**src/rtl/fwrf_pkg.sv**
```systemverilog
// Shared constants, command/status types and the digit encoder for the radix formatter.
package fwrf_pkg;

	// Default field capacity in characters
	localparam int DEF_MAX_WIDTH = 16;

	// Fixed field widths of a request
	localparam int NUM_W   = 16;
	localparam int BASE_W  = 6;
	localparam int FW_W    = 5;
	localparam int CHAR_W  = 8;
	localparam int DSTEP_W = $clog2(NUM_W);

	// Radix limits
	localparam logic [BASE_W-1:0] BASE_MIN = 6'd2;
	localparam logic [BASE_W-1:0] BASE_MAX = 6'd36;

	// Character constants
	localparam logic [CHAR_W-1:0] DIGIT_BASE     = 8'h30;
	localparam logic [CHAR_W-1:0] ALPHA_SKIP     = 8'd7;
	localparam logic [BASE_W-1:0] DECIMAL_DIGITS = 6'd10;
	localparam logic [CHAR_W-1:0] MINUS_CHAR     = 8'h2D;

	// Commands from the controller to the datapath
	typedef struct packed {
		logic load;       // capture an accepted request
		logic div_start;  // start one division of the magnitude by the radix
		logic digit_wr;   // store the digit, take the quotient, step the position
		logic emit_ld;    // load the next character into the output register
	} cmd_t;

	// Status from the datapath to the controller
	typedef struct packed {
		logic div_busy;
		logic div_done;
		logic last_digit; // quotient is zero or no position is left
		logic emit_last;  // current character is the rightmost of the field
		logic out_free;   // output register can take a character this cycle
	} sts_t;

	// Digit value 0..35 to '0'-'9', 'A'-'Z'
	function automatic logic [CHAR_W-1:0] digit_char(input logic [BASE_W-1:0] d);
		logic [CHAR_W-1:0] c;
		c = DIGIT_BASE + CHAR_W'(d);
		if (d >= DECIMAL_DIGITS) begin
			c = c + ALPHA_SKIP;
		end
		return c;
	endfunction

endpackage

```
**src/rtl/fwrf_if.sv**
```systemverilog
// Request and result channel interfaces of the radix formatter.
interface fwrf_req_if;
	logic                valid;
	logic                ready;
	logic signed [15:0]  number;
	logic        [4:0]   field_width;
	logic        [7:0]   fill_char;
	logic        [5:0]   base;

	modport source (output valid, number, field_width, fill_char, base, input ready);
	modport sink   (input valid, number, field_width, fill_char, base, output ready);
endinterface

interface fwrf_rsp_if;
	logic       valid;
	logic       ready;
	logic [7:0] out_char;
	logic       last;

	modport source (output valid, out_char, last, input ready);
	modport sink   (input valid, out_char, last, output ready);
endinterface

```
**src/rtl/fwrf_div.sv**
```systemverilog
// Restoring divider: 16-bit magnitude by a 6-bit radix, one quotient bit per cycle.
module fwrf_div (
	input  logic        clk,
	input  logic        arst_n,
	input  logic        start,
	input  logic [15:0] dividend,
	input  logic [5:0]  divisor,
	output logic [15:0] quotient,
	output logic [5:0]  remainder,
	output logic        busy,
	output logic        done
);
	import fwrf_pkg::*;

	logic [NUM_W-1:0]   work_q;
	logic [BASE_W-1:0]  rem_q;
	logic [DSTEP_W-1:0] cnt_q;
	logic               busy_q;
	logic               done_q;

	logic [BASE_W:0]    trial;
	logic               ge;

	// Shift in the next dividend bit and try a subtract
	always_comb begin
		trial = {rem_q, work_q[NUM_W-1]};
		ge    = trial >= {1'b0, divisor};
	end

	// Control: step counter and flags
	always_ff @(posedge clk or negedge arst_n) begin
		if (!arst_n) begin
			busy_q <= 1'b0;
			done_q <= 1'b0;
			cnt_q  <= '0;
		end else begin
			done_q <= 1'b0;
			if (start) begin
				busy_q <= 1'b1;
				cnt_q  <= '0;
			end else if (busy_q) begin
				cnt_q <= cnt_q + 1'b1;
				if (cnt_q == DSTEP_W'(NUM_W - 1)) begin
					busy_q <= 1'b0;
					done_q <= 1'b1;
				end
			end
		end
	end

	// Datapath: remaining dividend bits and quotient share the shift register
	always_ff @(posedge clk) begin
		if (start) begin
			work_q <= dividend;
			rem_q  <= '0;
		end else if (busy_q) begin
			work_q <= {work_q[NUM_W-2:0], ge};
			rem_q  <= ge ? BASE_W'(trial - {1'b0, divisor}) : trial[BASE_W-1:0];
		end
	end

	assign quotient  = work_q;
	assign remainder = rem_q;
	assign busy      = busy_q;
	assign done      = done_q;

`ifndef SYNTHESIS
	// A new division never starts on top of a running one
	a_no_restart: assert property (@(posedge clk) disable iff (!arst_n)
		start |-> !busy_q)
		else $error("divider restarted while busy");
`endif

endmodule

```
**src/rtl/fwrf_datapath.sv**
```systemverilog
// Datapath: request registers, divider, character buffer and output register.
module fwrf_datapath #(
	parameter int MAX_WIDTH = fwrf_pkg::DEF_MAX_WIDTH
) (
	input  logic               clk,
	input  logic               arst_n,
	input  fwrf_pkg::cmd_t     cmd,
	output fwrf_pkg::sts_t     sts,
	input  logic signed [15:0] number,
	input  logic [4:0]         field_width,
	input  logic [7:0]         fill_char,
	input  logic [5:0]         base,
	input  logic               out_ready,
	output logic               out_valid,
	output logic [7:0]         out_char,
	output logic               out_last
);
	import fwrf_pkg::*;

	localparam int CNT_W = $clog2(MAX_WIDTH + 1);
	localparam int IDX_W = (MAX_WIDTH > 1) ? $clog2(MAX_WIDTH) : 1;

	// Request state
	logic [NUM_W-1:0]  mag_q;
	logic [BASE_W-1:0] radix_q;
	logic              neg_q;
	logic [CHAR_W-1:0] fill_q;
	logic [CNT_W-1:0]  w_q;
	logic [CNT_W-1:0]  pos_q;
	logic [CNT_W-1:0]  k_q;

	// Digit buffer, written before it is read
	logic [CHAR_W-1:0] buf_q [MAX_WIDTH];

	// Output register
	logic              out_valid_q;
	logic [CHAR_W-1:0] out_char_q;
	logic              out_last_q;

	logic [NUM_W-1:0]  quo;
	logic [BASE_W-1:0] rem;
	logic              div_busy;
	logic              div_done;

	logic [BASE_W-1:0] radix_sat;
	logic [5:0]        fw_ext;
	logic [5:0]        w_tmp;
	logic [NUM_W-1:0]  mag_in;
	logic [CNT_W-1:0]  pos_m1;
	logic [CHAR_W-1:0] emit_char;

	fwrf_div u_div (
		.clk       (clk),
		.arst_n    (arst_n),
		.start     (cmd.div_start),
		.dividend  (mag_q),
		.divisor   (radix_q),
		.quotient  (quo),
		.remainder (rem),
		.busy      (div_busy),
		.done      (div_done)
	);

	// Request decode: saturate radix and width, take magnitude
	always_comb begin
		if (base < BASE_MIN) begin
			radix_sat = BASE_MIN;
		end else if (base > BASE_MAX) begin
			radix_sat = BASE_MAX;
		end else begin
			radix_sat = base;
		end
		fw_ext = {1'b0, field_width};
		if (fw_ext == 6'd0) begin
			w_tmp = 6'd1;
		end else if (fw_ext > 6'(MAX_WIDTH)) begin
			w_tmp = 6'(MAX_WIDTH);
		end else begin
			w_tmp = fw_ext;
		end
		mag_in = number[NUM_W-1] ? NUM_W'(-number) : NUM_W'(number);
		pos_m1 = pos_q - 1'b1;
	end

	// Character at field position k: digit, sign or fill
	always_comb begin
		if (k_q >= pos_q) begin
			emit_char = buf_q[k_q[IDX_W-1:0]];
		end else if (neg_q && (CNT_W'(k_q + 1'b1) == pos_q)) begin
			emit_char = MINUS_CHAR;
		end else begin
			emit_char = fill_q;
		end
	end

	// Request registers and digit position
	always_ff @(posedge clk or negedge arst_n) begin
		if (!arst_n) begin
			mag_q <= '0;
			pos_q <= '0;
			k_q   <= '0;
		end else begin
			if (cmd.load) begin
				mag_q <= mag_in;
				pos_q <= CNT_W'(w_tmp);
				k_q   <= '0;
			end else begin
				if (cmd.digit_wr) begin
					mag_q <= quo;
					pos_q <= pos_m1;
				end
				if (cmd.emit_ld) begin
					k_q <= k_q + 1'b1;
				end
			end
		end
	end

	always_ff @(posedge clk) begin
		if (cmd.load) begin
			radix_q <= radix_sat;
			neg_q   <= number[NUM_W-1];
			fill_q  <= fill_char;
			w_q     <= CNT_W'(w_tmp);
		end
		if (cmd.digit_wr) begin
			buf_q[pos_m1[IDX_W-1:0]] <= digit_char(rem);
		end
	end

	// Output register: holds one character until taken
	always_ff @(posedge clk or negedge arst_n) begin
		if (!arst_n) begin
			out_valid_q <= 1'b0;
		end else if (cmd.emit_ld) begin
			out_valid_q <= 1'b1;
		end else if (out_ready) begin
			out_valid_q <= 1'b0;
		end
	end

	always_ff @(posedge clk) begin
		if (cmd.emit_ld) begin
			out_char_q <= emit_char;
			out_last_q <= (k_q == w_q - 1'b1);
		end
	end

	// Status
	always_comb begin
		sts.div_busy   = div_busy;
		sts.div_done   = div_done;
		sts.last_digit = (quo == '0) || (pos_q == CNT_W'(1));
		sts.emit_last  = (k_q == w_q - 1'b1);
		sts.out_free   = !out_valid_q || out_ready;
	end

	assign out_valid = out_valid_q;
	assign out_char  = out_char_q;
	assign out_last  = out_last_q;

`ifndef SYNTHESIS
	// A digit is only written while a position is free
	a_digit_in_field: assert property (@(posedge clk) disable iff (!arst_n)
		cmd.digit_wr |-> (pos_q != '0))
		else $error("digit written with no free position");

	// A pending character is never overwritten
	a_no_overwrite: assert property (@(posedge clk) disable iff (!arst_n)
		cmd.emit_ld |-> (!out_valid_q || out_ready))
		else $error("output register overwritten");
`endif

endmodule

```
**src/rtl/fwrf_ctrl.sv**
```systemverilog
// Controller: sequences capture, digit divisions and character emission.
module fwrf_ctrl (
	input  logic           clk,
	input  logic           arst_n,
	input  logic           req_valid,
	output logic           req_ready,
	input  fwrf_pkg::sts_t sts,
	output fwrf_pkg::cmd_t cmd
);
	import fwrf_pkg::*;

	typedef enum logic [3:0] {
		S_IDLE  = 4'b0001,
		S_START = 4'b0010,
		S_DIV   = 4'b0100,
		S_EMIT  = 4'b1000
	} state_t;

	state_t state_q;
	state_t state_nx;

	// Next state and commands
	always_comb begin
		state_nx  = state_q;
		cmd       = '0;
		req_ready = 1'b0;
		case (state_q)
			S_IDLE: begin
				req_ready = 1'b1;
				if (req_valid) begin
					cmd.load = 1'b1;
					state_nx = S_START;
				end
			end
			S_START: begin
				cmd.div_start = 1'b1;
				state_nx      = S_DIV;
			end
			S_DIV: begin
				if (sts.div_done) begin
					cmd.digit_wr = 1'b1;
					state_nx     = sts.last_digit ? S_EMIT : S_START;
				end
			end
			S_EMIT: begin
				if (sts.out_free) begin
					cmd.emit_ld = 1'b1;
					if (sts.emit_last) begin
						state_nx = S_IDLE;
					end
				end
			end
			default: begin
				state_nx = S_IDLE;
			end
		endcase
	end

	always_ff @(posedge clk or negedge arst_n) begin
		if (!arst_n) begin
			state_q <= S_IDLE;
		end else begin
			state_q <= state_nx;
		end
	end

`ifndef SYNTHESIS
	// A request is only taken with the divider at rest
	a_idle_div: assert property (@(posedge clk) disable iff (!arst_n)
		req_ready |-> !sts.div_busy)
		else $error("request taken while divider busy");

	// A digit is stored only when a division has finished
	a_digit_after_div: assert property (@(posedge clk) disable iff (!arst_n)
		cmd.digit_wr |-> sts.div_done)
		else $error("digit stored without finished division");
`endif

endmodule

```
**src/rtl/fixed_width_radix_formatter_core.sv**
```systemverilog
// Sequence: a capture step, then for each digit a divider start, the serial quotient
// bits and a digit store, then one character per cycle while the result side is ready.
// A request yields at most W digits, W the field width, all from the one bit-serial
// divider shared by all digits.
// A new request is taken while the last character still waits in the output register.
// Reset: arst_n clears controller, divider control, magnitude, positions and output valid; the buffer is not reset.
module fixed_width_radix_formatter_core #(
	parameter int MAX_WIDTH = fwrf_pkg::DEF_MAX_WIDTH
) (
	input  logic       clk,
	input  logic       arst_n,
	fwrf_req_if.sink   request,
	fwrf_rsp_if.source result
);
	import fwrf_pkg::*;

	cmd_t cmd;
	sts_t sts;

	fwrf_ctrl u_ctrl (
		.clk       (clk),
		.arst_n    (arst_n),
		.req_valid (request.valid),
		.req_ready (request.ready),
		.sts       (sts),
		.cmd       (cmd)
	);

	fwrf_datapath #(
		.MAX_WIDTH (MAX_WIDTH)
	) u_dp (
		.clk         (clk),
		.arst_n      (arst_n),
		.cmd         (cmd),
		.sts         (sts),
		.number      (request.number),
		.field_width (request.field_width),
		.fill_char   (request.fill_char),
		.base        (request.base),
		.out_ready   (result.ready),
		.out_valid   (result.valid),
		.out_char    (result.out_char),
		.out_last    (result.last)
	);

endmodule

```
**src/flat_wrapper.sv**
```systemverilog
// flat-port wrapper written by rule: the top's interface ports become plain ports
module fixed_width_radix_formatter_core_flat import fwrf_pkg::*;
#(
	parameter int MAX_WIDTH = fwrf_pkg::DEF_MAX_WIDTH
)
  (clk, arst_n, request_valid, request_number, request_field_width, request_fill_char, request_base, request_ready, result_valid, result_out_char, result_last, result_ready);
  fwrf_req_if request_i ();
  fwrf_rsp_if result_i ();
  input  logic clk;
  input  logic arst_n;
  input wire logic [$bits(request_i.valid)-1:0] request_valid;
  input wire logic [$bits(request_i.number)-1:0] request_number;
  input wire logic [$bits(request_i.field_width)-1:0] request_field_width;
  input wire logic [$bits(request_i.fill_char)-1:0] request_fill_char;
  input wire logic [$bits(request_i.base)-1:0] request_base;
  output wire logic [$bits(request_i.ready)-1:0] request_ready;
  output wire logic [$bits(result_i.valid)-1:0] result_valid;
  output wire logic [$bits(result_i.out_char)-1:0] result_out_char;
  output wire logic [$bits(result_i.last)-1:0] result_last;
  input wire logic [$bits(result_i.ready)-1:0] result_ready;
  assign request_i.valid = request_valid;
  assign request_i.number = request_number;
  assign request_i.field_width = request_field_width;
  assign request_i.fill_char = request_fill_char;
  assign request_i.base = request_base;
  assign request_ready = request_i.ready;
  assign result_valid = result_i.valid;
  assign result_out_char = result_i.out_char;
  assign result_last = result_i.last;
  assign result_i.ready = result_ready;
  fixed_width_radix_formatter_core #(.MAX_WIDTH(MAX_WIDTH)) u_core (.clk(clk), .arst_n(arst_n), .request(request_i), .result(result_i));
endmodule
```
**config.mk**
```make
export PLATFORM = sky130hd
export DESIGN_NAME = fixed_width_radix_formatter_core_flat
export DESIGN_NICKNAME = d
export VERILOG_FILES = /design/src/rtl/fwrf_pkg.sv /design/src/rtl/fwrf_if.sv /design/src/rtl/fwrf_div.sv /design/src/rtl/fwrf_datapath.sv /design/src/rtl/fwrf_ctrl.sv /design/src/rtl/fixed_width_radix_formatter_core.sv /design/src/flat_wrapper.sv
export SDC_FILE = /design/constraint.sdc
export NUM_CORES = 1
export LEC_CHECK = 0
export ABC_AREA = 1
export BUFFER_PORTS_ARGS = -buffer_cell sky130_fd_sc_hd__buf_4
export CAP_MARGIN = 20
export CORE_UTILIZATION = 45
export DETAILED_ROUTE_END_ITERATION = 10
export PLACE_DENSITY = 0.6
export SETUP_SLACK_MARGIN = 0.1
export SLEW_MARGIN = 20
export SYNTH_ARGS = -nofsm -noshare
export SYNTH_HDL_FRONTEND = slang
export SYNTH_HIERARCHICAL = 1
export SYNTH_SLANG_ARGS = --single-unit
```
**constraint.sdc**
```tcl
create_clock -name clk -period 4.7 [get_ports clk]
set_input_delay 0.705 -clock clk [delete_from_list [all_inputs] [get_ports clk]]
set_output_delay 0.705 -clock clk [all_outputs]
set_load 0.03 [all_outputs]
```
## Word-level counts from Yosys, hierarchy flattened

Memories as Yosys holds them, arrays and structs flattened.
Index checks and enable logic that the tools add are counted.
Widths: inputs -> output; s select.

- Add/sub/neg operators: 8
- $lt $le $gt $ge: 6
- Eq/ne operators: 12
- Multiplexer cells: 43
- Reductions and logical operators: 12

Operators with widths:

| kind | number |
|---|---|
| $mux 16 | 5 |
| $mux 8 | 4 |
| $mux 5 | 6 |
| $mux 4 | 7 |
| $mux 1 | 18 |
| $logic_not 16->1 | 1 |
| $neg 16->16 | 1 |
| $pmux 4 s4 | 1 |
| $mux 6 | 2 |
| $eq 5x5->1 | 2 |
| $sub 5x1->5 const B | 2 |
| $add 7x3->8 const B | 1 |
| $eq 4x4->1 const B | 2 |
| $reduce_bool 2->1 | 4 |
| $add 6x6->7 const A | 1 |
| $ge 7x6->1 | 1 |
| $ge 6x4->1 const B | 1 |
| $gt 6x6->1 const B | 1 |
| $lt 6x2->1 const B | 1 |
| $sub 6x6->6 | 1 |
| $add 5x1->5 const B | 1 |
| $eq 5x1->1 const B | 1 |
| $ge 5x5->1 | 1 |
| $gt 5x5->1 const B | 1 |
| other kinds (12) | 15 |

- Register bits: 88
- RAM bits: 128
- Output and inout bits: 11
- Word-level logic and storage cells: 99
- Memories kept: 1

Memory list:

| memory | words | bits a word | rd ports | clocked after Yosys merged registers in | write ports | RTL line | source |
|---|---|---|---|---|---|---|---|
| u_core.u_dp.buf_q | 16 | 8 | 1 | 0 | 1 | fwrf_datapath.sv:33 | `logic [CHAR_W-1:0] buf_q [MAX_WIDTH];` |

## Logic depth before layout (Yosys ltp)

Gate-level depths: netlist (run 1).

- Word-level depth: 6
- Depth in mapped cells: 11
- Mapped depth without buffers: 11

## By module

The synthesis (run 1) kept the hierarchy.

By module, submodules not included:

| module | times used | cells an instance | area an instance (um^2) | seq. area each (um^2) |
|---|---|---|---|---|
| fwrf_datapath | 1 | 865 | 8637.0 | 5390.2 |
| fwrf_div | 1 | 197 | 1604.0 | 750.7 |
| fwrf_ctrl | 1 | 36 | 262.8 | 101.3 |

## Worst setup path after synthesis (run 1)

No wires, ideal clock.

- Kind: register to register
- Start: reg u_core.u_ctrl.state_q[0]
- End: reg u_core.u_dp.mag_q[1]
- Library setup time: 0.077 ns
- Data arrival time: 2.605 ns
- Slack: 2.018 ns
- Stages on the path, launching flop included: 11
- Buffers on the path: 2
- Path through: dfstp_2 inv_1 nor2_1 nand2_1 nor2_1 buf_2 inv_1 buf_2 a21oi_1 o21ai_0 a21oi_1

RTL lines:

| item | RTL line | source |
|---|---|---|
| from (decl) | fwrf_ctrl.sv:19 | `state_t state_q;` |
| from (signal assigned) | fwrf_ctrl.sv:63 | `state_q <= state_nx;` |
| to (signal assigned) | fwrf_datapath.sv:104 | `mag_q <= mag_in;` |
| to (signal assigned) | fwrf_datapath.sv:109 | `mag_q <= quo;` |
| to (decl) | fwrf_datapath.sv:24 | `logic [NUM_W-1:0] mag_q;` |

## Worst setup path in the final report (run 1)

- Start: reg u_core.u_dp.k_q[0]
- End: reg u_core.u_dp.out_char_q[7], in the netlist u_core/u_dp/out_char[7], data pin

- Word-level cells in the longest chain between the ends: 5
- Elaborated cells on any way between the ends: 7

Ends and longest elaborated chain:

| item | RTL line | source |
|---|---|---|
| from (decl) | fwrf_datapath.sv:30 | `logic [CNT_W-1:0] k_q;` |
| from (signal assigned) | fwrf_datapath.sv:113 | `k_q <= k_q + 1'b1;` |
| $add 5x1->5 | fwrf_datapath.sv:89 | `end else if (neg_q && (CNT_W'(k_q + 1'b1) == pos_q)) begin` |
| $eq 5x5->1 | fwrf_datapath.sv:89 |  |
| $logic_and 1x1->1 | fwrf_datapath.sv:89 |  |
| $mux 8 | fwrf_datapath.sv:89 |  |
| $mux 8 * | fwrf_datapath.sv:87 | `if (k_q >= pos_q) begin` |
| named net u_core.u_dp.emit_char[7] | fwrf_datapath.sv:50 | `logic [CHAR_W-1:0] emit_char;` |
| to (signal assigned) | fwrf_datapath.sv:144 | `out_char_q <= emit_char;` |
| to (decl) | fwrf_datapath.sv:37 | `logic [CHAR_W-1:0] out_char_q;` |

Mark *: on every way through the listed nets, which the timed path passes. The rest lies on a longest branch.
A chain may end at the register's enable or synchronous reset.

==> summary.md, run 1 <==
| Metric | Value |
|---|---|
| Outcome | finished, final reports clean |
| Remaining Overflow, GRT | 0 |
| Mapped Area | 10,500 sq um |
| Multi-input logic area | 3670 sq um |
| RSZ-0062 raised after global routing | no |
| # port buffers | 49 |
| Routed WL | 23,500 microns |
| Final Hold Vio Count | 0 |
| Synth-to-layout area growth | 13.6% |
| Detailed placer's ending HPWL | 15,600 microns |
| Drt wl/cell | 16.0 microns |
| Routability Congestion | 0.806 |
| Routed Antenna Nets | 0 |
| Period utilization | 0.565 |
| Setup tns final | 0 ns |
| Storage element area | 6240 sq um |
| Rows | 55 |
| Clock-pin slew on the worst setup and hold paths | 0.06 ns |
| Num CTS Buffers | 24 |
| Register share of total power | 0.423 |
| Die Y | 155 microns |
| Min-delay worst type | in -> async |
| # setup viols final | 0 |
| Die W | 155 microns |
| Max-slew headroom | 0.388 |
| Layout fillers | 2,063 |
| CP Launch Type | flop |
| Initial antenna violation count | 0 |
| Core region area | 22,800 sq um |
| Net Sw Frac | 0.351 |
| Routed vias | 7,566 |
| Gr usage total | 0.203 |
| # DRC | 0 |
| CTS tree | done |
| Initial core utilization | 0.461 |
| Final Slew Violations | 0 |
| Buf/Inv on CP | 2 |
| # nets final | 1,208 |
| Syn_area_per_cell | 9.57 sq um |
| Warnings, synthesis | 6 |
| Max Cap Violations | 0 |
| Die area | 23,900 sq um |
| Post-CTS Resized | 0 |
| Max stage delay on crit path | 0.79 ns |
| CTS max path bufs | 3 |
| Vias per Instance | 5.14 |
| Final Util | 0.524 |
| Power Density | 602 nW/um^2 |
| Worst-path cell chain | buf_4 -> ha_1 -> inv_1 -> nand2_1 -> nand2_1 -> a21oi_1 -> nand2_1 -> nor2_1 -> nand2_2 -> nand3_1 -> nand2_1 |
| Hold Slack | 0.169 ns |
| ANT cells | 0 |
| Crit Path Max Fanout | 40 |
| Critical Path End Type | flop |
| Combinational Power Share | 0.316 |
| Crit path kind | reg -> reg |
| Pleak | 5.05 nW |
| Largest net degree at the start of global routing | 55 |
| I/O Pins | 50 |
| Critical Path RT | 4.96 ns |
| Worst Skew | 0.0109 ns |
| Clk_lat worst skew | 0.51 ns |
| Max IR drop VDD | 0.000234 V |
| Post-CTS setup buffers | 0 |
| Crit path top cell by count | nand2_1 |
| Crit path DAT | 2.92 ns |
| Hold_buf cts | 0 |
| Crit-path slowest cell | dfrtp_2 |
| CP top delay family | flip-flops |
| Root Buffer | clkbuf_16 |
| DR iter-0 viols | 536 |
| Power share of the clock group | 0.261 |
| H-tree depth | 1 |
| Vias in the first global route | 7,302 |
| Switch Pwr | 2.52 mW |
| Internal power | 4.66 mW |
| Layout cells sized above 1 | 0.113 |
| Worst Tran Pin Value | 0.915 ns |
| DR pass1 iterations | 5 |
| Maximum clock rate | 377 MHz |
| Min cycle time layout | 2.65 ns |
| TritonCTS Sinks | 216 |
| Syn Inst Count | 1,097 |
| Global-route wire length before repair | 38,000 microns |
| Post-synthesis net count | 1,163 |
==> power groups by stage <==
stage               logic (mW)  registers, mW  clock network (mW)
floorplan                 1.63           2.99                   0
global placement          2.22           3.07                   0
detailed placement        2.27           3.08                   0
CTS                       2.27           3.04                1.92
global route              2.59           3.08                1.98
finish                    2.27           3.04                1.87
==> placed cells by master (no fill, tap or decap), types with 2 or more instances in the layout <==
cell       instances
inv_1             93
nor2_4             4
nand3b_1           2
nand2_1          357
nor4_1             5
nor2_1            76
o21bai_1           5
xor2_1            11
o21ai_1            3
dfxtp_1            6
clkinv_2           5
bufinv_16          2
buf_4             59
o211ai_1          12
xor2_2             2
a21oi_1           29
clkbuf_16         25
o221ai_1           4
dfrtp_1           35
nand2_2            3
inv_2              8
nand3_1          115
or2_2              3
nor2_2             3
edfxtp_1         173
nand3_2            4
ha_1              26
nor3_1             5
o21ai_0           34
xnor2_1            5
clkbuf_8           4
clkbuf_1           6
nand4_1           19
==> flip-flops by register name, summed over array words and instances, names as in the netlist <==
signal	flops
u_core/u_dp/u_div/busy	1
u_core/u_dp/k_q	5
u_core/u_dp/neg_q	1
u_core/u_dp/radix_q	6
u_core/u_dp/buf_q	128
u_core/u_dp/w_q	5
u_core/u_dp/pos_q	5
u_core/u_dp/fill_q	8
u_core/u_dp/u_div/quotient	16
u_core/u_dp/mag_q	16
u_core/u_dp/out_valid	1
u_core/u_dp/u_div/cnt_q	4
u_core/u_dp/out_last	1
u_core/u_dp/u_div/done	1
u_core/u_ctrl/state_q	4
u_core/u_dp/out_char	8
u_core/u_dp/u_div/remainder	6
==> final cells by class <==
type | count | area share
sequential | 216 | 0.524
tap | 313 | 0.0328
inverter | 101 | 0.0318
clock inverter | 9 | 0.00818
clock buffer | 35 | 0.0590
timing repair buffer | 59 | 0.0371
multi-input combinational | 740 | 0.308
==> metal layers <==
layer,global-route usage,vias up,part of all wire
met5,0,-,0
met4,0.0523,0,0.018
met3,0.0263,33,0.044
met2,0.353,156,0.49
met1,0.267,3608,0.45
li1,-,3769,-
==> final timing paths <==
| path | startpoint | to | slack [ns] | cells past startpoint |
|---|---|---|---|---|
| worst max-delay path | u_core/u_dp/k_q[0]$_DFFE_PN0P_ | u_core/u_dp/out_char[7]$_DFFE_PP_ | 2.05 | 11 |
| worst min-delay path | arst_n | u_core/u_dp/k_q[2]$_DFFE_PN0P_ | 0.17 | 1 |
| worst max register to register | u_core/u_dp/k_q[0]$_DFFE_PN0P_ | u_core/u_dp/out_char[7]$_DFFE_PP_ | 2.05 | 11 |
| worst min register to register | u_core/u_dp/u_div/cnt_q[3]$_DFFE_PN0P_ | u_core/u_dp/u_div/cnt_q[3]$_DFFE_PN0P_ | 0.49 | 1 |
| max in group asynchronous | arst_n | u_core/u_dp/k_q[0]$_DFFE_PN0P_ | 4.16 | 1 |
| min in group clk | request_fill_char[3] | u_core/u_dp/fill_q[3]$_DFFE_PP_ | 0.37 | 1 |
==> worst reg2reg max path, cell delays in order, from the launching register on <==
cell	delay (ns)
dfrtp_2	0.79
buf_4	0.51
ha_1	0.32
inv_1	0.06
nand2_1	0.07
nand2_1	0.08
a21oi_1	0.12
nand2_1	0.06
nor2_1	0.11
nand2_2	0.13
nand3_1	0.11
nand2_1	0.06
==> stage by stage <==
stage	area [sq um]	setup WS, ns	std cells	total power, mW
after global routing	11900	1.74	1473	7.65
after CTS	11900	2.03	1473	7.23
after global placement	11100	2.09	1429	5.29
after detailed placement	11100	2.05	1429	5.34
after floorplan	10500	2.02	1097	4.62
final	11900	2.05	1473	7.18
Note: power is estimated with default switching activity, not from simulation.
==> inputs of run 2 (changes only) <==
--- a/config.mk
+++ b/config.mk
@@ -5,12 +5,12 @@
 export SDC_FILE = /design/constraint.sdc
 export NUM_CORES = 1
 export LEC_CHECK = 0
-export ABC_AREA = 1
+export ABC_AREA = 0
 export BUFFER_PORTS_ARGS = -buffer_cell sky130_fd_sc_hd__buf_4
 export CAP_MARGIN = 20
 export CORE_UTILIZATION = 45
 export DETAILED_ROUTE_END_ITERATION = 10
-export PLACE_DENSITY = 0.6
+export PLACE_DENSITY = 0.63
 export SETUP_SLACK_MARGIN = 0.1
 export SLEW_MARGIN = 20
 export SYNTH_ARGS = -nofsm -noshare
==> constraint.sdc (replaced) <==
create_clock -name clk -period 2.1 [get_ports clk]
set_input_delay 0.315 -clock clk [delete_from_list [all_inputs] [get_ports clk]]
set_output_delay 0.315 -clock clk [all_outputs]
set_load 0.03 [all_outputs]
==> run 2 against run 1 <==
Register-to-register slack worse by 2.0 ns; via count down 21%; largest cell class unchanged; combinational power rose to 2.6 times the previous value; count of clock-buffer cells in the layout up 3; final cell count down 25%; clock power up 120%; core utilization up 5.2 points; hold slack worse by 0.15 ns; final area up 4.9%.
==> summary.md, run 2 <==
| Metric | Value |
|---|---|
| Die Y | 151 microns (-2.5%) |
| # DRC | 0 (unchanged) |
| Routed vias | 5,940 (-21%) |
| Core region area | 21,800 sq um (-4.5%) |
| Routed WL | 20,900 microns (-11%) |
| ANT cells | 0 (unchanged) |
| Max IR drop VDD | 0.00102 V (+340%) |
| Rows | 54 (-1.8%) |
| TritonCTS Sinks | 216 (unchanged) |
| Crit-path slowest cell | mux4_2 |
| Tot Pwr | 16.8 mW (+130%) |
| Commonest non-fill, non-tap cell in the layout | edfxtp_1 |
| Reg2Reg Depth | 6 (-5) |
| I/O Pins | 50 (unchanged) |
| Clock-pin slew on the worst setup and hold paths | 0.06 ns (about the same) |
| H-tree depth | 1 (unchanged) |
| Die W | 151 microns (-2.5%) |
| Cell depth of the worst setup path | 6 (-5) |
| Mapped Area | 9980 sq um (-4.9%) |
| Routed Antenna Nets | 0 (unchanged) |
| Final Hold Vio Count | 0 (unchanged) |
| DR iter-0 viols | 375 (-30%) |
| Clk_lat worst skew | 0.52 ns (about the same) |
| Synth-to-layout area growth | 25.4% |
| Layout fillers | 1,670 (-19%) |
| Crit path kind | reg -> reg |
| Most frequent cells in the layout | edfxtp_1 (173), buf_4 (96), mux4_2 (32), dfrtp_1 (30) |
| Drt wl/cell | 18.9 microns (+18%) |
| Warnings, synthesis | 6 (unchanged) |
| Initial core utilization | 0.459 (-0.00210) |
| Final Util | 0.575 (+0.0517) |
| Max-slew headroom | 0.478 (+0.0905) |
| Root Buffer | clkbuf_16 |
| Detailed placer's ending HPWL | 14,100 microns (-10%) |
| CTS tree | done |
| Multi-input logic area | 3810 sq um (+3.9%) |
| Max reg flops | 128 (unchanged) |
| Critical Path End Type | flop |
| Die area | 22,800 sq um (-4.9%) |
| DR pass1 iterations | 6 (+1) |
| Min-delay worst type | in -> reg |
| Maximum clock rate | 496 MHz (+32%) |
| Crit path DAT | 2.28 ns (-0.64 ns) |
| Gr usage total | 0.185 (-0.0180) |
| Max stage delay on crit path | 0.54 ns (-0.25 ns) |
| Crit path top cell by count | buf_12 |
| RSZ-0062 raised after global routing | yes |
| # port buffers | 49 (unchanged) |
| Worst Skew | 0.0194 ns (+0.00859 ns) |
| Worst Tran Pin Value | 0.780 ns (-0.135 ns) |
| Power Density | 1340 nW/um^2 (+120%) |
| Syn_area_per_cell | 14.4 sq um (+51%) |
| Max Cap Violations | 0 (unchanged) |
| Min cycle time layout | 2.02 ns (-0.638 ns) |
| Worst-path cell chain | buf_12 -> buf_12 -> mux4_2 -> a22oi_2 -> nand2_1 -> a22o_1 |
| Buf/Inv on CP | 2 (unchanged) |
| Global-route wire length before repair | 32,000 microns (-16%) |
| Vias per Instance | 5.38 (+4.7%) |
| # setup viols final | 0 (unchanged) |
| Post-synthesis net count | 758 (-35%) |
| Outcome | finished, final reports clean |
| CTS max path bufs | 3 (unchanged) |
| # nets final | 872 (-28%) |
| Period utilization | 0.960 (+0.395) |
| Crit Path Max Fanout | 10 (-75%) |
| Critical Path RT | 2.37 ns (-2.59 ns) |
| Vias in the first global route | 5,938 (-19%) |
| CP Launch Type | flop |
| Num CTS Buffers | 24 (unchanged) |
| Initial antenna violation count | 0 (unchanged) |
| Pleak | 4.50 nW (-11%) |
| Setup tns final | 0 ns (unchanged) |
| Remaining Overflow, GRT | 0 (unchanged) |
| Routability Congestion | 0.806 (about the same) |
| Largest net degree at the start of global routing | 38 (-31%) |
| CP top delay family | multiplexers |
| Final Slew Violations | 0 (unchanged) |
| Storage element area | 6250 sq um (+0.16%) |
| Syn Inst Count | 692 (-37%) |
| Hold Path Cell Cnt | 1 |
| Layout cells sized above 1 | 0.340 (+0.227) |
==> run 2: layout make-up <==
| type | count | share of cell area |
|---|---|---|
| Sequential cell | 216 | 0.500 |
| Multi-Input combinational cell | 406 | 0.304 |
| Timing Repair Buffer | 126 | 0.0956 |
| Clock buffer | 38 | 0.0605 |
| Tap cell | 280 | 0.0280 |
| Inverter | 32 | 0.00980 |
| Clock inverter | 6 | 0.00210 |
==> run 2: worst paths after layout <==
| check | from | end | slack [ns] |
|---|---|---|---|
| worst max-delay path | u_core/u_dp/k_q[0]$_DFFE_PN0P_ | u_core/u_dp/out_char[6]$_DFFE_PP_ | 0.08 |
| worst min-delay path | request_field_width[4] | u_core/u_dp/w_q[4]$_DFFE_PP_ | 0.02 |
| worst max register to register | u_core/u_dp/k_q[0]$_DFFE_PN0P_ | u_core/u_dp/out_char[6]$_DFFE_PP_ | 0.08 |
| worst min register to register | u_core/u_dp/u_div/cnt_q[3]$_DFFE_PN0P_ | u_core/u_dp/u_div/cnt_q[3]$_DFFE_PN0P_ | 0.55 |
| max in group asynchronous | arst_n | u_core/u_ctrl/state_q[2]$_DFFE_PN0P_ | 1.37 |
| min in group asynchronous | arst_n | u_core/u_dp/mag_q[13]$_DFFE_PN0P_ | 0.33 |
==> run 2: timing repair <==
action / CTS / global route
hold endpoints to repair: 44 / 0
pin swaps: 10 / 18
buffers inserted: 7 / 10
setup endpoints to repair: 95 / 153
hold buffers: 9 / 0
gates resized for setup: 19 / 26
==> run 2: routing by layer <==
metal  up-vias  part of all wire  GRT usage
met3        31             0.033     0.0256
met2        89              0.50      0.317
met4         0             0.023     0.0525
met5         -                 0          0
li1       2839                 -          -
met1      2981              0.44      0.245
==> run 2: stage by stage <==
step           setup WS [ns]  hold WS (ns)  area (sq um)  instances
6_report              0.0843        0.0164         12500       1104
5_1_grt               0.0148        0.0212         12500       1104
4_1_cts               0.0752       0.00536         12300       1094
3_5_place_dp         -0.0820         0.330         11200       1034
3_3_place_gp          0.0454         0.324         11200       1034
2_1_floorplan         0.0183        0.0194         10200        692
==> run 2: where the power goes <==
group	internal [mW]	total [mW]	switching [mW]	leakage, nW
Clock	2.46	4.07	1.61	0.386
Combinational	2.66	5.93	3.27	2.03
Sequential	6.25	6.77	0.515	2.08
==> inputs of run 3 (changes only) <==
--- a/config.mk
+++ b/config.mk
@@ -10,7 +10,7 @@
 export CAP_MARGIN = 20
 export CORE_UTILIZATION = 45
 export DETAILED_ROUTE_END_ITERATION = 10
-export PLACE_DENSITY = 0.63
+export PLACE_DENSITY = 0.61
 export SETUP_SLACK_MARGIN = 0.1
 export SLEW_MARGIN = 20
 export SYNTH_ARGS = -nofsm -noshare
==> constraint.sdc (replaced) <==
create_clock -name clk -period 1.9 [get_ports clk]
set_input_delay 0.285 -clock clk [delete_from_list [all_inputs] [get_ports clk]]
set_output_delay 0.285 -clock clk [all_outputs]
set_load 0.03 [all_outputs]
==> run 3 against run 2 <==
The flow now finishes with violations (setup timing); final cell count grew 7.4%; sequential power rose by 12%; sequential cell count stayed put; global-route usage grew 1.9 points; largest power group is now combinational cells; final area grew 11%.
==> summary.md, run 3 (synthesis gave the netlist of run 2 again) <==
| Metric | Value |
|---|---|
| Outcome | finished, violations left |
| Violated checks | setup timing |
| Hold Path Cell Cnt | 2 (+1) |
| Die Y | 151 microns (unchanged) |
| Worst Skew | 0.0117 ns (-0.00774 ns) |
| Routability Congestion | 0.781 (-3.1%) |
| GRT Max-Usage Layer | met2 |
| Routed Antenna Nets | 0 (unchanged) |
| Pleak | 5.20 nW (+15%) |
| Max Cap Violations | 0 (unchanged) |
| # nets final | 954 (+9.4%) |
| # port buffers | 49 (unchanged) |
| Vias per Instance | 5.40 (+0.36%) |
| Reg2Reg Depth | 8 (+2) |
| Worst reg2reg setup slack | -0.09 ns (-0.17 ns) |
| I/O Pins | 50 (unchanged) |
| Met3 Use GR | 0.0256 (unchanged) |
| Critical Path RT | 2.16 ns (-0.21 ns) |
| Met1 Use GR | 0.266 (+0.0209) |
| R2r startpoint | u_core/u_dp/k_q[0]$_DFFE_PN0P_ |
| CP Launch Type | flop |
| Multi-input logic area | 4280 sq um (+12%) |
| Initial antenna violation count | 0 (unchanged) |
| CTS max path bufs | 3 (unchanged) |
| Num CTS Buffers | 24 (unchanged) |
| Commonest non-fill, non-tap cell in the layout | edfxtp_1 |
| Rows | 54 (unchanged) |
| Period utilization | 1.05 (+0.0855) |
| ANT cells | 0 (unchanged) |
| Met2 usage in global routing | 0.358 (+0.0406) |
| # setup viols final | 16 (+16) |
| Crit Path Max Fanout | 8 (-2) |
| Crit path kind | reg -> reg |
| Max IR drop VDD | 0.000820 V (-20%) |
| R2r endpoint | u_core/u_dp/out_char[6]$_DFFE_PP_ |
| TritonCTS Sinks | 216 (unchanged) |
| DR pass1 iterations | 4 (-2) |
| Routed vias | 6,404 (+7.8%) |
| Worst-path cell chain | buf_6 -> inv_4 -> ha_4 -> nand2b_4 -> a211oi_2 -> o21bai_2 -> a21o_2 -> a22o_1 |
| Storage element area | 6260 sq um (about the same) |
| Global-route wire length before repair | 35,100 microns (+9.6%) |
| Layout cells sized above 1 | 0.450 (+0.111) |
| Max reg flops | 128 (unchanged) |
| Final Slew Violations | 0 (unchanged) |
| Largest net degree at the start of global routing | 38 (unchanged) |
| CP top delay family | compound AO/OA/AOI/OAI gates |
| Hold Path Origin | request_base[2] |
| Power Density | 1480 nW/um^2 (+11%) |
| Die area | 22,800 sq um (unchanged) |
| DR iter-0 viols | 301 (-20%) |
| Most frequent cells in the layout | edfxtp_1 (173), buf_4 (133), buf_12 (33), mux4_2 (32), dfrtp_1 (29) |
| Worst setup margin | -0.0862 ns (-0.171 ns) |
| RSZ-0062 raised after global routing | yes |
| Critical Path End Type | flop |
| Crit path DAT | 2.25 ns (-0.03 ns) |
| Min-delay worst type | in -> reg |
| Vias in the first global route | 6,524 (+9.9%) |
| Remaining Overflow, GRT | 0 (unchanged) |
| Hold Slack | 0.0447 ns (+0.0283 ns) |
| Final Hold Vio Count | 0 (unchanged) |
| Setup tns final | -0.809 ns (-0.809 ns) |
| Clk_lat worst skew | 0.52 ns (about the same) |
| H-tree depth | 1 (unchanged) |
| Crit-path slowest cell | dfrtp_2 |
| Hold Path End | u_core/u_dp/radix_q[2]$_SDFFCE_PP0P_ |
| # DRC | 0 (unchanged) |
| Max-slew headroom | 0.644 (+0.166) |
| Layout fillers | 1,545 (-7.5%) |
| Clock-pin slew on the worst setup and hold paths | 0.06 ns (about the same) |
| Max stage delay on crit path | 0.46 ns (-0.08 ns) |
| Detailed placer's ending HPWL | 15,100 microns (+7.2%) |
| Maximum clock rate | 503 MHz (+1.5%) |
| Routed WL | 23,200 microns (+11%) |
| Root Buffer | clkbuf_16 |
| Initial core utilization | 0.459 (unchanged) |
| Placed Area | 11,600 sq um (+2.9%) |
| Synth-to-layout area growth | 39.6% |
| Die W | 151 microns (unchanged) |
| Min cycle time layout | 1.99 ns (-0.0294 ns) |
| Drt wl/cell | 19.6 microns (+3.6%) |
| Gr usage total | 0.204 (+0.0189) |
| Worst Tran Pin Value | 0.534 ns (-0.246 ns) |
| Post-layout instance area | 13,900 sq um (+11%) |
| Core region area | 21,800 sq um (unchanged) |
| Buf/Inv on CP | 2 (unchanged) |
| CTS tree | done |
-- run 3: how the worst max path moves through the flow --
| stage | from | to | cells after the start |
|---|---|---|---|
| finish | u_core/u_dp/k_q[0]$_DFFE_PN0P_ | u_core/u_dp/out_char[6]$_DFFE_PP_ | 8 |
| global route | u_core/u_dp/k_q[0]$_DFFE_PN0P_ | u_core/u_dp/out_char[2]$_DFFE_PP_ | 4 |
| detailed placement | u_core/u_dp/u_div/quotient[15]$_DFFE_PP_ | u_core/u_dp/u_div/remainder[3]$_SDFFE_PP0P_ | 8 |
| floorplan | u_core/u_ctrl/state_q[0]$_DFFE_PN1P_ | u_core/u_dp/pos_q[2]$_DFFE_PN0P_ | 5 |
| CTS | u_core/u_dp/w_q[1]$_DFFE_PP_ | u_core/u_ctrl/state_q[0]$_DFFE_PN1P_ | 11 |
| global placement | u_core/u_dp/u_div/quotient[15]$_DFFE_PP_ | u_core/u_dp/u_div/remainder[3]$_SDFFE_PP0P_ | 8 |
-- run 3: worst register-to-register path, stage by stage, from the launching register on --
cell      delay [ns]
dfrtp_2         0.46
buf_6           0.14
inv_4           0.04
ha_4            0.18
nand2b_4        0.13
a211oi_2        0.20
o21bai_2        0.10
a21o_2          0.26
a22o_1          0.24
-- run 3: final cells by class --
type / count / share of cell area
inverter: 32 / 0.00880
clock buffer: 27 / 0.0454
clock inverter: 17 / 0.00988
multi-input combinational: 406 / 0.307
sequential: 216 / 0.449
timing repair buffer: 208 / 0.155
tap: 280 / 0.0251
-- run 3: stage by stage --
stage,total power [mW],util,cells,worst slack [ns]
floorplan,11.5,-,692,-0.182
global placement,13.6,0.531,1069,-0.141
detailed placement,13.9,0.531,1069,-0.226
CTS,19.6,0.615,1166,-0.0962
global route,21.7,0.640,1186,-0.168
finish,20.7,0.640,1186,-0.0862
-- run 3: where the power goes --
| group | leakage [nW] | total, mW | switching (mW) | internal, mW |
|---|---|---|---|---|
| Clock | 0.372 | 4.48 | 1.82 | 2.66 |
| Sequential | 2.08 | 7.58 | 0.664 | 6.92 |
| Combinational | 2.75 | 8.61 | 4.30 | 4.32 |
-- run 3: layer usage --
layer  up-vias  wire length, microns
met5         -                     0
met4         0                   390
met3        33                   892
met2       111                 12100
met1      3259                  9860
li1       3001                     -
-- run 3: timing repair --
action	4_1_cts	5_1_grt
buffers inserted	40	22
cloned	2	1
endpoints found under the setup margin	267	304
hold endpoints to repair	46	0
hold buffers	11	0
gates resized for setup	84	84
pin swaps	48	42
